<file path="src/sv/mtd_pkg.sv">
// ----------------------------------------------------------------------------
// mtd_pkg
// Shared types, codes and the dot/dash lookup for the Morse text decoder.
// ----------------------------------------------------------------------------
package mtd_pkg;

  localparam int unsigned MAX_SYMBOLS = 5;

  localparam logic [7:0] CHAR_DOT   = 8'h2E;
  localparam logic [7:0] CHAR_DASH  = 8'h2D;
  localparam logic [7:0] CHAR_SLASH = 8'h2F;
  localparam logic [7:0] CHAR_HASH  = 8'h23;
  localparam logic [7:0] CHAR_QUERY = 8'h3F;
  localparam logic [7:0] CHAR_SPACE = 8'h20;

  typedef enum logic [2:0] {
    KIND_EMPTY = 3'd0,
    KIND_MORSE = 3'd1,
    KIND_SLASH = 3'd2,
    KIND_HASH  = 3'd3,
    KIND_BAD   = 3'd4
  } token_kind_t;

  typedef struct packed {
    logic       valid;
    logic [7:0] letter;
    logic       has_letter;
    logic       message_end;
  } mtd_result_t;

  function automatic logic [7:0] lookup_morse(input logic [2:0] count,
                                              input logic [4:0] pattern);
    logic [7:0] ch;
    ch = CHAR_QUERY;
    case ({count, pattern})
      {3'd2, 5'b00010}: ch = "A";
      {3'd4, 5'b00001}: ch = "B";
      {3'd4, 5'b00101}: ch = "C";
      {3'd3, 5'b00001}: ch = "D";
      {3'd1, 5'b00000}: ch = "E";
      {3'd4, 5'b00100}: ch = "F";
      {3'd3, 5'b00011}: ch = "G";
      {3'd4, 5'b00000}: ch = "H";
      {3'd2, 5'b00000}: ch = "I";
      {3'd4, 5'b01110}: ch = "J";
      {3'd3, 5'b00101}: ch = "K";
      {3'd4, 5'b00010}: ch = "L";
      {3'd2, 5'b00011}: ch = "M";
      {3'd2, 5'b00001}: ch = "N";
      {3'd3, 5'b00111}: ch = "O";
      {3'd4, 5'b00110}: ch = "P";
      {3'd4, 5'b01011}: ch = "Q";
      {3'd3, 5'b00010}: ch = "R";
      {3'd3, 5'b00000}: ch = "S";
      {3'd1, 5'b00001}: ch = "T";
      {3'd3, 5'b00100}: ch = "U";
      {3'd4, 5'b01000}: ch = "V";
      {3'd3, 5'b00110}: ch = "W";
      {3'd4, 5'b01001}: ch = "X";
      {3'd4, 5'b01101}: ch = "Y";
      {3'd4, 5'b00011}: ch = "Z";
      {3'd5, 5'b11110}: ch = "1";
      {3'd5, 5'b11100}: ch = "2";
      {3'd5, 5'b11000}: ch = "3";
      {3'd5, 5'b10000}: ch = "4";
      {3'd5, 5'b00000}: ch = "5";
      {3'd5, 5'b00001}: ch = "6";
      {3'd5, 5'b00011}: ch = "7";
      {3'd5, 5'b00111}: ch = "8";
      {3'd5, 5'b01111}: ch = "9";
      {3'd5, 5'b11111}: ch = "0";
      default:          ch = CHAR_QUERY;
    endcase
    return ch;
  endfunction

endpackage

</file>
<file path="src/sv/mtd_token.sv">
// ----------------------------------------------------------------------------
// mtd_token
// Token register and per-byte decode: builds the pending dot/dash token and
// forms the result when whitespace or the end of message closes it.
// ----------------------------------------------------------------------------
module mtd_token
  import mtd_pkg::*;
(
  input  logic        clk,
  input  logic        rst,
  input  logic        step,
  input  logic [7:0]  char_code,
  input  logic        end_of_message,
  output mtd_result_t result
);

  logic [4:0]  symbol_pattern, symbol_pattern_next;
  logic [2:0]  symbol_count, symbol_count_next;
  token_kind_t token_kind, token_kind_next;

  logic [4:0]  taken_pattern;
  logic [2:0]  taken_count;
  token_kind_t taken_kind;
  logic        ws, sym, dash, emit, have;
  logic [7:0]  ch;

  always_comb begin
    ws   = (char_code inside {[8'd9:8'd13], 8'd32});
    dash = (char_code == CHAR_DASH);
    sym  = dash || (char_code == CHAR_DOT);

    taken_pattern = symbol_pattern;
    taken_count   = symbol_count;
    taken_kind    = token_kind;
    if (!ws) begin
      if (token_kind == KIND_EMPTY) begin
        if (sym) begin
          taken_kind    = KIND_MORSE;
          taken_pattern = {4'b0000, dash};
          taken_count   = 3'd1;
        end else if (char_code == CHAR_SLASH) begin
          taken_kind = KIND_SLASH;
        end else if (char_code == CHAR_HASH) begin
          taken_kind = KIND_HASH;
        end else begin
          taken_kind = KIND_BAD;
        end
      end else if (token_kind == KIND_MORSE && sym &&
                   symbol_count < 3'(MAX_SYMBOLS)) begin
        if (dash) begin
          taken_pattern[symbol_count] = 1'b1;
        end
        taken_count = symbol_count + 3'd1;
      end else begin
        taken_kind = KIND_BAD;
      end
    end

    case (taken_kind)
      KIND_MORSE: begin
        ch   = lookup_morse(taken_count, taken_pattern);
        have = 1'b1;
      end
      KIND_HASH: begin
        ch   = CHAR_SPACE;
        have = 1'b1;
      end
      KIND_EMPTY, KIND_SLASH: begin
        ch   = 8'd0;
        have = 1'b0;
      end
      default: begin
        ch   = CHAR_QUERY;
        have = 1'b1;
      end
    endcase

    emit = ws || end_of_message;

    result.valid       = step && emit && (end_of_message || have);
    result.letter      = have ? ch : 8'd0;
    result.has_letter  = have;
    result.message_end = end_of_message;

    if (emit) begin
      symbol_pattern_next = 5'd0;
      symbol_count_next   = 3'd0;
      token_kind_next     = KIND_EMPTY;
    end else begin
      symbol_pattern_next = taken_pattern;
      symbol_count_next   = taken_count;
      token_kind_next     = taken_kind;
    end
  end

  always_ff @(posedge clk) begin
    if (rst) begin
      symbol_pattern <= 5'd0;
      symbol_count   <= 3'd0;
      token_kind     <= KIND_EMPTY;
    end else if (step) begin
      symbol_pattern <= symbol_pattern_next;
      symbol_count   <= symbol_count_next;
      token_kind     <= token_kind_next;
    end
  end

endmodule

</file>
<file path="src/sv/morse_text_decoder.sv">
// ----------------------------------------------------------------------------
// morse_text_decoder
// Decodes a stream of dot/dash text bytes into ASCII characters.
// ----------------------------------------------------------------------------
// Path from input transaction to result: input register, then result register;
//   bytes that close no token give no result. Throughput: one byte per cycle
//   unless stalled, limited by the single token register update.
// Reset: synchronous rst empties the pipeline and clears the pending token.
module morse_text_decoder
  import mtd_pkg::*;
(
  input  logic       clk,
  input  logic       rst,
  input  logic       in_valid,
  output logic       in_stall,
  input  logic [7:0] char_code,
  input  logic       end_of_message,
  output logic       out_valid,
  input  logic       out_stall,
  output logic [7:0] letter,
  output logic       has_letter,
  output logic       message_end
);

  logic        hold_valid;
  logic [7:0]  hold_code;
  logic        hold_eom;
  logic        out_free;
  logic        step;
  mtd_result_t result;

  assign out_free = !out_valid || !out_stall;
  assign step     = hold_valid && out_free;
  assign in_stall = hold_valid && !out_free;

  // Hold the accepted byte until the result side can advance.
  always_ff @(posedge clk) begin
    if (rst) begin
      hold_valid <= 1'b0;
    end else if (!in_stall) begin
      hold_valid <= in_valid;
    end
  end

  always_ff @(posedge clk) begin
    if (in_valid && !in_stall) begin
      hold_code <= char_code;
      hold_eom  <= end_of_message;
    end
  end

  mtd_token u_token (
    .clk            (clk),
    .rst            (rst),
    .step           (step),
    .char_code      (hold_code),
    .end_of_message (hold_eom),
    .result         (result)
  );

  always_ff @(posedge clk) begin
    if (rst) begin
      out_valid <= 1'b0;
    end else if (out_free) begin
      out_valid <= result.valid;
    end
  end

  always_ff @(posedge clk) begin
    if (out_free && result.valid) begin
      letter      <= result.letter;
      has_letter  <= result.has_letter;
      message_end <= result.message_end;
    end
  end

endmodule
</file>
<file path="config.mk">
export PLATFORM = sky130hd
export DESIGN_NAME = morse_text_decoder
export DESIGN_NICKNAME = d
export VERILOG_FILES = /design/src/sv/mtd_pkg.sv /design/src/sv/mtd_token.sv /design/src/sv/morse_text_decoder.sv
export SDC_FILE = /design/constraint.sdc
export NUM_CORES = 1
export LEC_CHECK = 0
export BUFFER_PORTS_ARGS = -buffer_cell sky130_fd_sc_hd__buf_2
export CAP_MARGIN = 15
export CORE_UTILIZATION = 30
export DETAILED_ROUTE_END_ITERATION = 10
export PLACE_DENSITY = 0.42
export SYNTH_ARGS = -nofsm -noshare
export SYNTH_HDL_FRONTEND = slang
export SYNTH_SLANG_ARGS = --single-unit
export TNS_END_PERCENT = 50
</file>
<file path="constraint.sdc">
create_clock -name clk -period 3.3 [get_ports clk]
set_input_delay 0.66 -clock clk [delete_from_list [all_inputs] [get_ports clk]]
set_output_delay 0.66 -clock clk [all_outputs]
set_load 0.02 [all_outputs]
</file>
**Word-level counts from Yosys, hierarchy flattened**

Cells that the tools add are included.

- Add/sub/neg operators: 1
- Order comparisons: 5
- Eq/ne operators: 45
- Multiplexer cells: 23
- Bitwise gates (word level): 1
- Reduce and logical (&&, ||, !) cells: 22

Operator list:

| cell | count |
|---|---|
| $pmux W7 S36 | 1 |
| $eq A8 B8 Y1 const B | 22 |
| $eq A8 B7 Y1 const B | 12 |
| $eq A8 B6 Y1 const B | 7 |
| $mux W3 | 12 |
| $mux W5 | 6 |
| $pmux W7 S2 | 1 |
| $logic_and A1 B1 Y1 | 10 |
| $ge A8 B4 Y1 const B | 1 |
| $le A8 B4 Y1 const B | 1 |
| $eq A3 B1 Y1 const B | 2 |
| $eq A3 B2 Y1 const B | 2 |
| $logic_not A3 Y1 | 2 |
| $or A5 B5 Y5 | 1 |
| $logic_not A1 Y1 | 4 |
| $logic_or A1 B1 Y1 | 4 |
| $lt A3 B4 Y1 const B | 1 |
| $add A3 B1 Y3 const B | 1 |
| $demux W1 S3 | 1 |
| $ge A3 B1 Y1 const B | 1 |
| $lt A3 B3 Y1 const B | 1 |
| $mux W1 | 2 |
| $reduce_bool A2 Y1 | 1 |
| $reduce_or A2 Y1 | 1 |

- Flip-flop bits (word level): 32
- Input bits: 13
- Output and inout port bits: 12
- Logic and storage cells: 107

**Longest topological paths before layout**

Gate-level depths: netlist (run 1).

- Depth after elaboration: 13
- Gate-level depth with buffers: 12
- Gate-level depth less buffers: 10

**Hierarchy**

A second synthesis (run 1) with hierarchy kept.

- Cells, all modules: 317
- Area, all modules: 2,641.3 um2

Modules (own cells, without submodules):

| module | instances | cells an instance | area each (um2) | sequential area each (um2) |
|---|---|---|---|---|
| mtd_token | 1 | 287 | 1,976.9 | 220.2 |
| morse_text_decoder | 1 | 30 | 664.4 | 610.6 |

**Least setup slack after synthesis (run 1)**

Ideal clock, no wire load.

- Path kind: register -> register
- Start point: reg hold_code[4]
- End point: reg letter[3] (data pin)
- Library setup time: 0.273 ns
- Arrival time: 2.593 ns
- Data required time: 3.027 ns
- Slack: 0.434 ns
- Cell stages (with the launch flop): 10
- Path buffers: 0
- Clock period less this slack: 2.866 ns
- Cells stage by stage: edfxtp_1 or4_4 or4_4 a2bb2oi_4 a21oi_2 a21oi_1 or3_1 o311a_4 nand4_2 a41oi_2

- Longest elaborated chain between the ends: 10
- Elaborated cells between the ends (all ways): 70
- Those cells by class: order compare: 2; eq/ne: 44; mux: 17; reduce/logical: 7

Ends and longest elaborated chain:

| item | RTL line | source |
|---|---|---|
| start, declared | morse_text_decoder.sv:26 | `logic [7:0] hold_code;` |
| start signal, assigned | morse_text_decoder.sv:47 | `hold_code <= char_code;` |
| parallel branches: the longest is 10 deep, another holds $ge A8 B4 Y1 | -- |  |
| end signal, assigned | morse_text_decoder.sv:71 | `letter <= result.letter;` |
| end, declared | morse_text_decoder.sv:20 | `output logic [7:0] letter,` |

Several ways; the timed one is not identified.
A chain may end at the register's enable or synchronous reset.

**Final worst setup path (run 1)**

- Start point: reg hold_code[4]
- End point: reg letter[2] (data pin)

Same word-level chain as after synthesis.

==> reports/qor.yml, run 1 <==
clock_tree:
  cts-root-buf: "clkbuf_8"
  cts_tree: "done"
  htree_levels: 2
  cts_hold_buf: 0
  clockBufferDepth: 2
  clk-insertion-delay-late_ns: 0.28
  cts.sinks: 31
  path_clk_slew_ns: 0.07
  cts_buffers: 5
place:
  gp_congestion: 0.852
  dp_hpwl_um: 5160
  pre_cts_slack_ns: 0.123
  port_buffers: 23
sta:
  hold_viol: 0
  min_period_ns: 3.16
  tightestPinTransition_ns: 0.771
  finalSetupTns_ns: 0
  timing.hold.ws_ns: 0.493
  finClkSkew_ns: 0.00652
  setup_viol: 0
  fmax_ghz: 0.317
  rsz0062_at_grt: "false"
  period_share_pct: 95.6
  maxSlewViolCount: 0
  worst_slack_ns: 0.144
  relSlewSlack_pct: 48.5
power:
  powerDensity_nw_per_um2: 290
  power.total_uw: 833
  leakagePower_nw: 0.997
  irDropWorstVdd_mv: 0.198
route:
  drt-total-wl_um: 6710
  drc: 0
  viasPerCell: 5.40
  avgRoutedWirePerCell_um: 16.4
  first_pass_iters: 4
  drt-initial-drc-count: 163
  vias: 2213
  ant_nets: 0
floorplan:
  dieArea_um2: 8150
  dieWidth_um: 90.3
  core_um2: 7410
  dieHeight_um: 90.3
  start_util_pct: 31.6
  pin_count: 25
  fp-row-count: 31
yosys:
  syn_area_per_cell_um2: 8.89
  synth_top_cell_area_share_pct: 23.1
  syn_inst: 263
  synth_area_leader_cell: "edfxtp_1"
  synth_area_um2: 2340
  synth_area_leaders: "edfxtp_1 (23%), dfxtp_1 (11%), nand2_1 (3.7%)"
  synth.distinct_cells: 73
  ys_seq_area_share_pct: 34.2
  ys_ff_latch: 31
  synthArstFlopShare_pct: 0
  syn_nets: 277
  synth_edf_count: 18
  synth_ff_type: "edfxtp_1"
  yosys_warnings: 0
worst_setup_path:
  cp.arrival_ns: 3.26
  cp-start-kind: "flop"
  worst_ep_required_time_ns: 3.41
  end_kind: "flop"
  worstSetupPathType: "flop to flop"
  slowest_stage: "or4_4"
  crit_path_max_fanout: 10
  critical_path.cell_chain: "or4_4 -> or4_4 -> o21a_2 -> buf_4 -> nand3_1 -> o21ai_1 -> a222oi_1 -> o32a_2 -> nand4_2 -> a31oi_1"
  cp_common_cell: "or4_4"
  critPathMaxStageDelay_ns: 0.56
layout:
  fillers: 751
  drive_gt1_share_pct: 30.2
  layout.nets: 324
  post-route-util_pct: 38.8
  antenna_cells: 0
  area_growth_pct: 23.0
grt:
  grt-busiest-layer: "met2"
  overflow: 0
  gr-usage-met3_pct: 2.78
  antenna_found_initial: 0
  grt_max_degree: 14
  grtUsageMet2_pct: 27.0
  grt_pass1_wl_um: 11200
  gr-usage-met1_pct: 25.0
  grt_pass1_vias: 2092
  track_usage_pct: 17.4
run:
  maxCapViolations: 0
hold_path:
  hp-class: "flop to flop"
status:
  status: "completed"
-- worst paths after layout --
kind / start / to / slack (ns) / depth (start not counted)
min: out_valid$_SDFFE_PP0N_ / out_valid$_SDFFE_PP0N_ / 0.49 / 2
min reg2reg: out_valid$_SDFFE_PP0N_ / out_valid$_SDFFE_PP0N_ / 0.49 / 2
max: hold_code[4]$_DFFE_PP_ / letter[2]$_SDFFCE_PN0P_ / 0.14 / 10
max reg2reg: hold_code[4]$_DFFE_PP_ / letter[2]$_SDFFCE_PN0P_ / 0.14 / 10
-- registers in the layout, indices dropped and copies added, names as in the netlist, 3 cells and up --
signal / count
letter: 7
u_token.token_kind: 3
u_token.symbol_pattern: 5
hold_code: 8
u_token.symbol_count: 3
-- area by class of cell --
type | count | area (um^2) | area share (%)
clock buffer | 7 | 96.3 | 3.35
clock inverter | 1 | 6.26 | 0.217
inverter | 6 | 22.5 | 0.783
multi-input combinational | 207 | 1430 | 49.7
sequential | 31 | 801 | 27.8
tap | 99 | 124 | 4.31
timing repair buffer | 59 | 398 | 13.8
-- what timing repair did --
action,CTS,global route
setup buffers,0,1
resized for setup,0,3
setup endpoints to repair,0,6
-- cell families (layout without fill, tap and decap cells) --
kind of cell    count (synthesis)  after routing  share of synthesized area [%]
flops                          31             31                           34.2
fa+ha+maj                       1              1                          0.535
other cells                     1              1                          0.160
mux                             1              1                          0.428
simple gates                  115            115                           29.1
xor+xnor                        2              2                          0.749
buf+inv                        25             73                           5.14
compound gates                 87             87                           29.7
-- power breakdown --
part           internal [mW]  switching [mW]
combinational         0.0241          0.0364
clock                  0.190           0.154
sequential             0.419         0.00930
-- metal layers --
metal  wire [um]  share of wire, %
met1        3320                50
met2        3040                45
met3         298               4.4
met4          42              0.63
met5           0                 0
-- placed cells by master (no fill, tap or decap), types with 4 or more instances in the layout --
cell / count
nor3_1: 13
nor4_1: 6
o21ai_1: 4
o21ai_0: 13
inv_1: 6
or4_4: 4
o211ai_1: 5
nand3_1: 6
nand2_1: 23
nor2_1: 23
edfxtp_1: 18
or3_1: 5
a21oi_1: 15
dfxtp_1: 13
and3_1: 4
a22oi_1: 10
buf_2: 23
buf_4: 35
nand4_1: 5
clkbuf_8: 7
-- through the flow --
step / instance area [um^2] / cells
after detailed placement: 2760 / 401
after CTS: 2860 / 409
after floorplan: 2340 / 263
after global placement: 2760 / 401
after global routing: 2880 / 410
final: 2880 / 410
-- worst max-delay path, delay by kind of cell, from the launching register on --
kind	cells	cell delay, ns
AO/OA/AOI/OAI	5	1.00
AND/OR/NAND/NOR	4	1.31
flip-flops	1	0.45
buffers and inverters	1	0.19
-- cell usage after synthesis (6+ instances only) --
cell	number
a21oi_1	15
nand3_1	6
o21ai_0	13
inv_1	6
buf_2	6
clkbuf_1	9
a22oi_1	10
dfxtp_1	13
nor4_1	7
nor2_1	23
nand2_1	23
nor3_1	13
edfxtp_1	18
No activity file was read; power rests on OpenSTA's default activity.
==> run 2, diff against run 1 <==
--- a/config.mk
+++ b/config.mk
@@ -5,11 +5,11 @@
 export SDC_FILE = /design/constraint.sdc
 export NUM_CORES = 1
 export LEC_CHECK = 0
-export BUFFER_PORTS_ARGS = -buffer_cell sky130_fd_sc_hd__buf_2
 export CAP_MARGIN = 15
-export CORE_UTILIZATION = 30
+export CORE_UTILIZATION = 55
 export DETAILED_ROUTE_END_ITERATION = 10
-export PLACE_DENSITY = 0.42
+export DONT_BUFFER_PORTS = 1
+export PLACE_DENSITY = 0.66
 export SYNTH_ARGS = -nofsm -noshare
 export SYNTH_HDL_FRONTEND = slang
 export SYNTH_SLANG_ARGS = --single-unit
==> run 2 against run 1 <==
Effect of this change: count of clock-buffer cells in the layout shrank 2; sequential cell count is the same; hold slack lost 0.060 ns; worst setup slack gained 0.0082 ns; die area shrank 45%; core utilization grew 25 points; clock skew grew 0.00050 ns; combinational power shrank 20%; via count grew 2.3%; clock power grew 7.3%; largest cell class unchanged; largest power group unchanged; highest routed layer unchanged.
==> reports/qor.yml, run 2 (same netlist as run 1, synthesis figures left out) <==
grt:
  grt_pass1_vias: 2108
  grt_pass1_wl_um: 10500
  overflow: 0
  antenna_found_initial: 0
  grt_max_degree: 22
  track_usage_pct: 31.5
route:
  drt-initial-drc-count: 318
  drt-total-wl_um: 6440
  first_pass_iters: 5
  avgRoutedWirePerCell_um: 20.0
  ant_nets: 0
  drc: 0
  vias: 2265
  viasPerCell: 7.03
power:
  leakagePower_nw: 0.832
  irDropWorstVdd_mv: 0.389
  powerDensity_nw_per_um2: 329
layout:
  drive_gt1_share_pct: 21.0
  seqCellArea_um2: 801
  area_growth_pct: 10.8
  mostFrequentLayoutCells: "nor2_1 (23), nand2_1 (22), buf_4 (19)"
  layout.nets: 285
  multi_input_area_um2: 1450
  largest_registers: "hold_code x8, letter x7, u_token.symbol_pattern x5"
  fillers: 343
  largest_register_ffs: 8
  final_area_um2: 2590
  final_common_cell: "nor2_1"
  antenna_cells: 0
  regMostFlops: "hold_code"
sta:
  rsz0062_at_grt: "false"
  tightestPinTransition_ns: 0.792
  setup_viol: 0
  min_period_ns: 3.15
  maxSlewViolCount: 0
  finClkSkew_ns: 0.00702
  worst_slack_ns: 0.153
  fmax_ghz: 0.318
  period_share_pct: 95.4
  relSlewSlack_pct: 47.1
  finalSetupTns_ns: 0
  hold_viol: 0
clock_tree:
  clk-insertion-delay-late_ns: 0.29
  cts-root-buf: "clkbuf_8"
  cts_buffers: 5
  htree_levels: 2
  path_clk_slew_ns: 0.07
  cts.sinks: 31
  cts_tree: "done"
  clockBufferDepth: 2
floorplan:
  fp-row-count: 23
  dieArea_um2: 4520
  core_um2: 4030
  pin_count: 25
  dieHeight_um: 67.2
  dieWidth_um: 67.2
  start_util_pct: 58.0
worst_setup_path:
  end_kind: "flop"
  cp-start-kind: "flop"
  crit_path_max_fanout: 10
  critical_path.cell_chain: "or4_4 -> or4_4 -> o2bb2ai_4 -> a211oi_1 -> a22oi_1 -> o311a_4 -> a31oi_2 -> and2_1"
  cp.arrival_ns: 3.20
  critPathMaxStageDelay_ns: 0.58
  slowest_stage: "or4_4"
  cp_common_cell: "or4_4"
  worstSetupPathType: "flop to flop"
  worst_ep_required_time_ns: 3.35
place:
  placed_area_um2: 2440
  pre_cts_slack_ns: 0.0425
  port_buffers: 0
  dp_hpwl_um: 4720
  gp_congestion: 0.990
status:
  status: "completed"
run:
  maxCapViolations: 0
hold_path:
  hp-class: "input pin to flop"
-- run 2: final timing paths --
| kind | to | startpoint | cells after the start | slack, ns |
|---|---|---|---|---|
| worst min register to register | message_end$_DFFE_PP_ | hold_eom$_DFFE_PP_ | 0 | 0.53 |
| worst max-delay path | letter[6]$_SDFFCE_PN0P_ | hold_code[4]$_DFFE_PP_ | 8 | 0.15 |
| worst min-delay path | hold_valid$_SDFFE_PP0N_ | rst | 1 | 0.43 |
| worst max register to register | letter[6]$_SDFFCE_PN0P_ | hold_code[4]$_DFFE_PP_ | 8 | 0.15 |
-- run 2: what timing repair did --
action,4_1_cts,5_1_grt
setup endpoints to repair,0,7
gates resized for setup,0,7
buffers inserted,0,1
hold buffers,0,0
-- run 2: area by class of cell --
type                       instances  area share [%]
multi-input combinational        207            55.9
sequential                        31            30.9
timing repair buffer              20            5.79
clock buffer                       5            2.66
tap                               50            2.41
clock inverter                     3            1.50
inverter                           6           0.869
-- run 2: critical path, delay by kind of cell (launching register included) --
family	cells	cell delay [ns]
AO/OA/AOI/OAI	5	1.10
flip-flops	1	0.47
AND/OR/NAND/NOR	3	1.33
-- run 2: layer usage --
metal,wire length (um),GRT usage [%],part of all wire [%],up-vias
met5,0,0,0,-
met4,107,11.4,1.7,0
met3,633,8.45,9.8,14
met2,2980,46.8,46,132
met1,2720,43.4,42,1082
li1,-,-,-,1037
-- run 2: report_power, final --
part | total (mW) | leakage [nW] | switching, mW | internal, mW
sequential | 0.434 | 0.259 | 0.0143 | 0.420
clock | 0.369 | 0.0556 | 0.148 | 0.221
combinational | 0.0482 | 0.518 | 0.0297 | 0.0186
-- run 2: stage by stage --
stage               hold WS, ns  power (mW)  std cells  utilization [%]
floorplan                 0.452       0.475        263                -
CTS                       0.436       0.845        320             63.2
finish                    0.433       0.851        322             64.3
global route              0.430       0.873        322             64.3
global placement          0.488       0.484        312             60.5
detailed placement        0.507       0.487        312             60.5
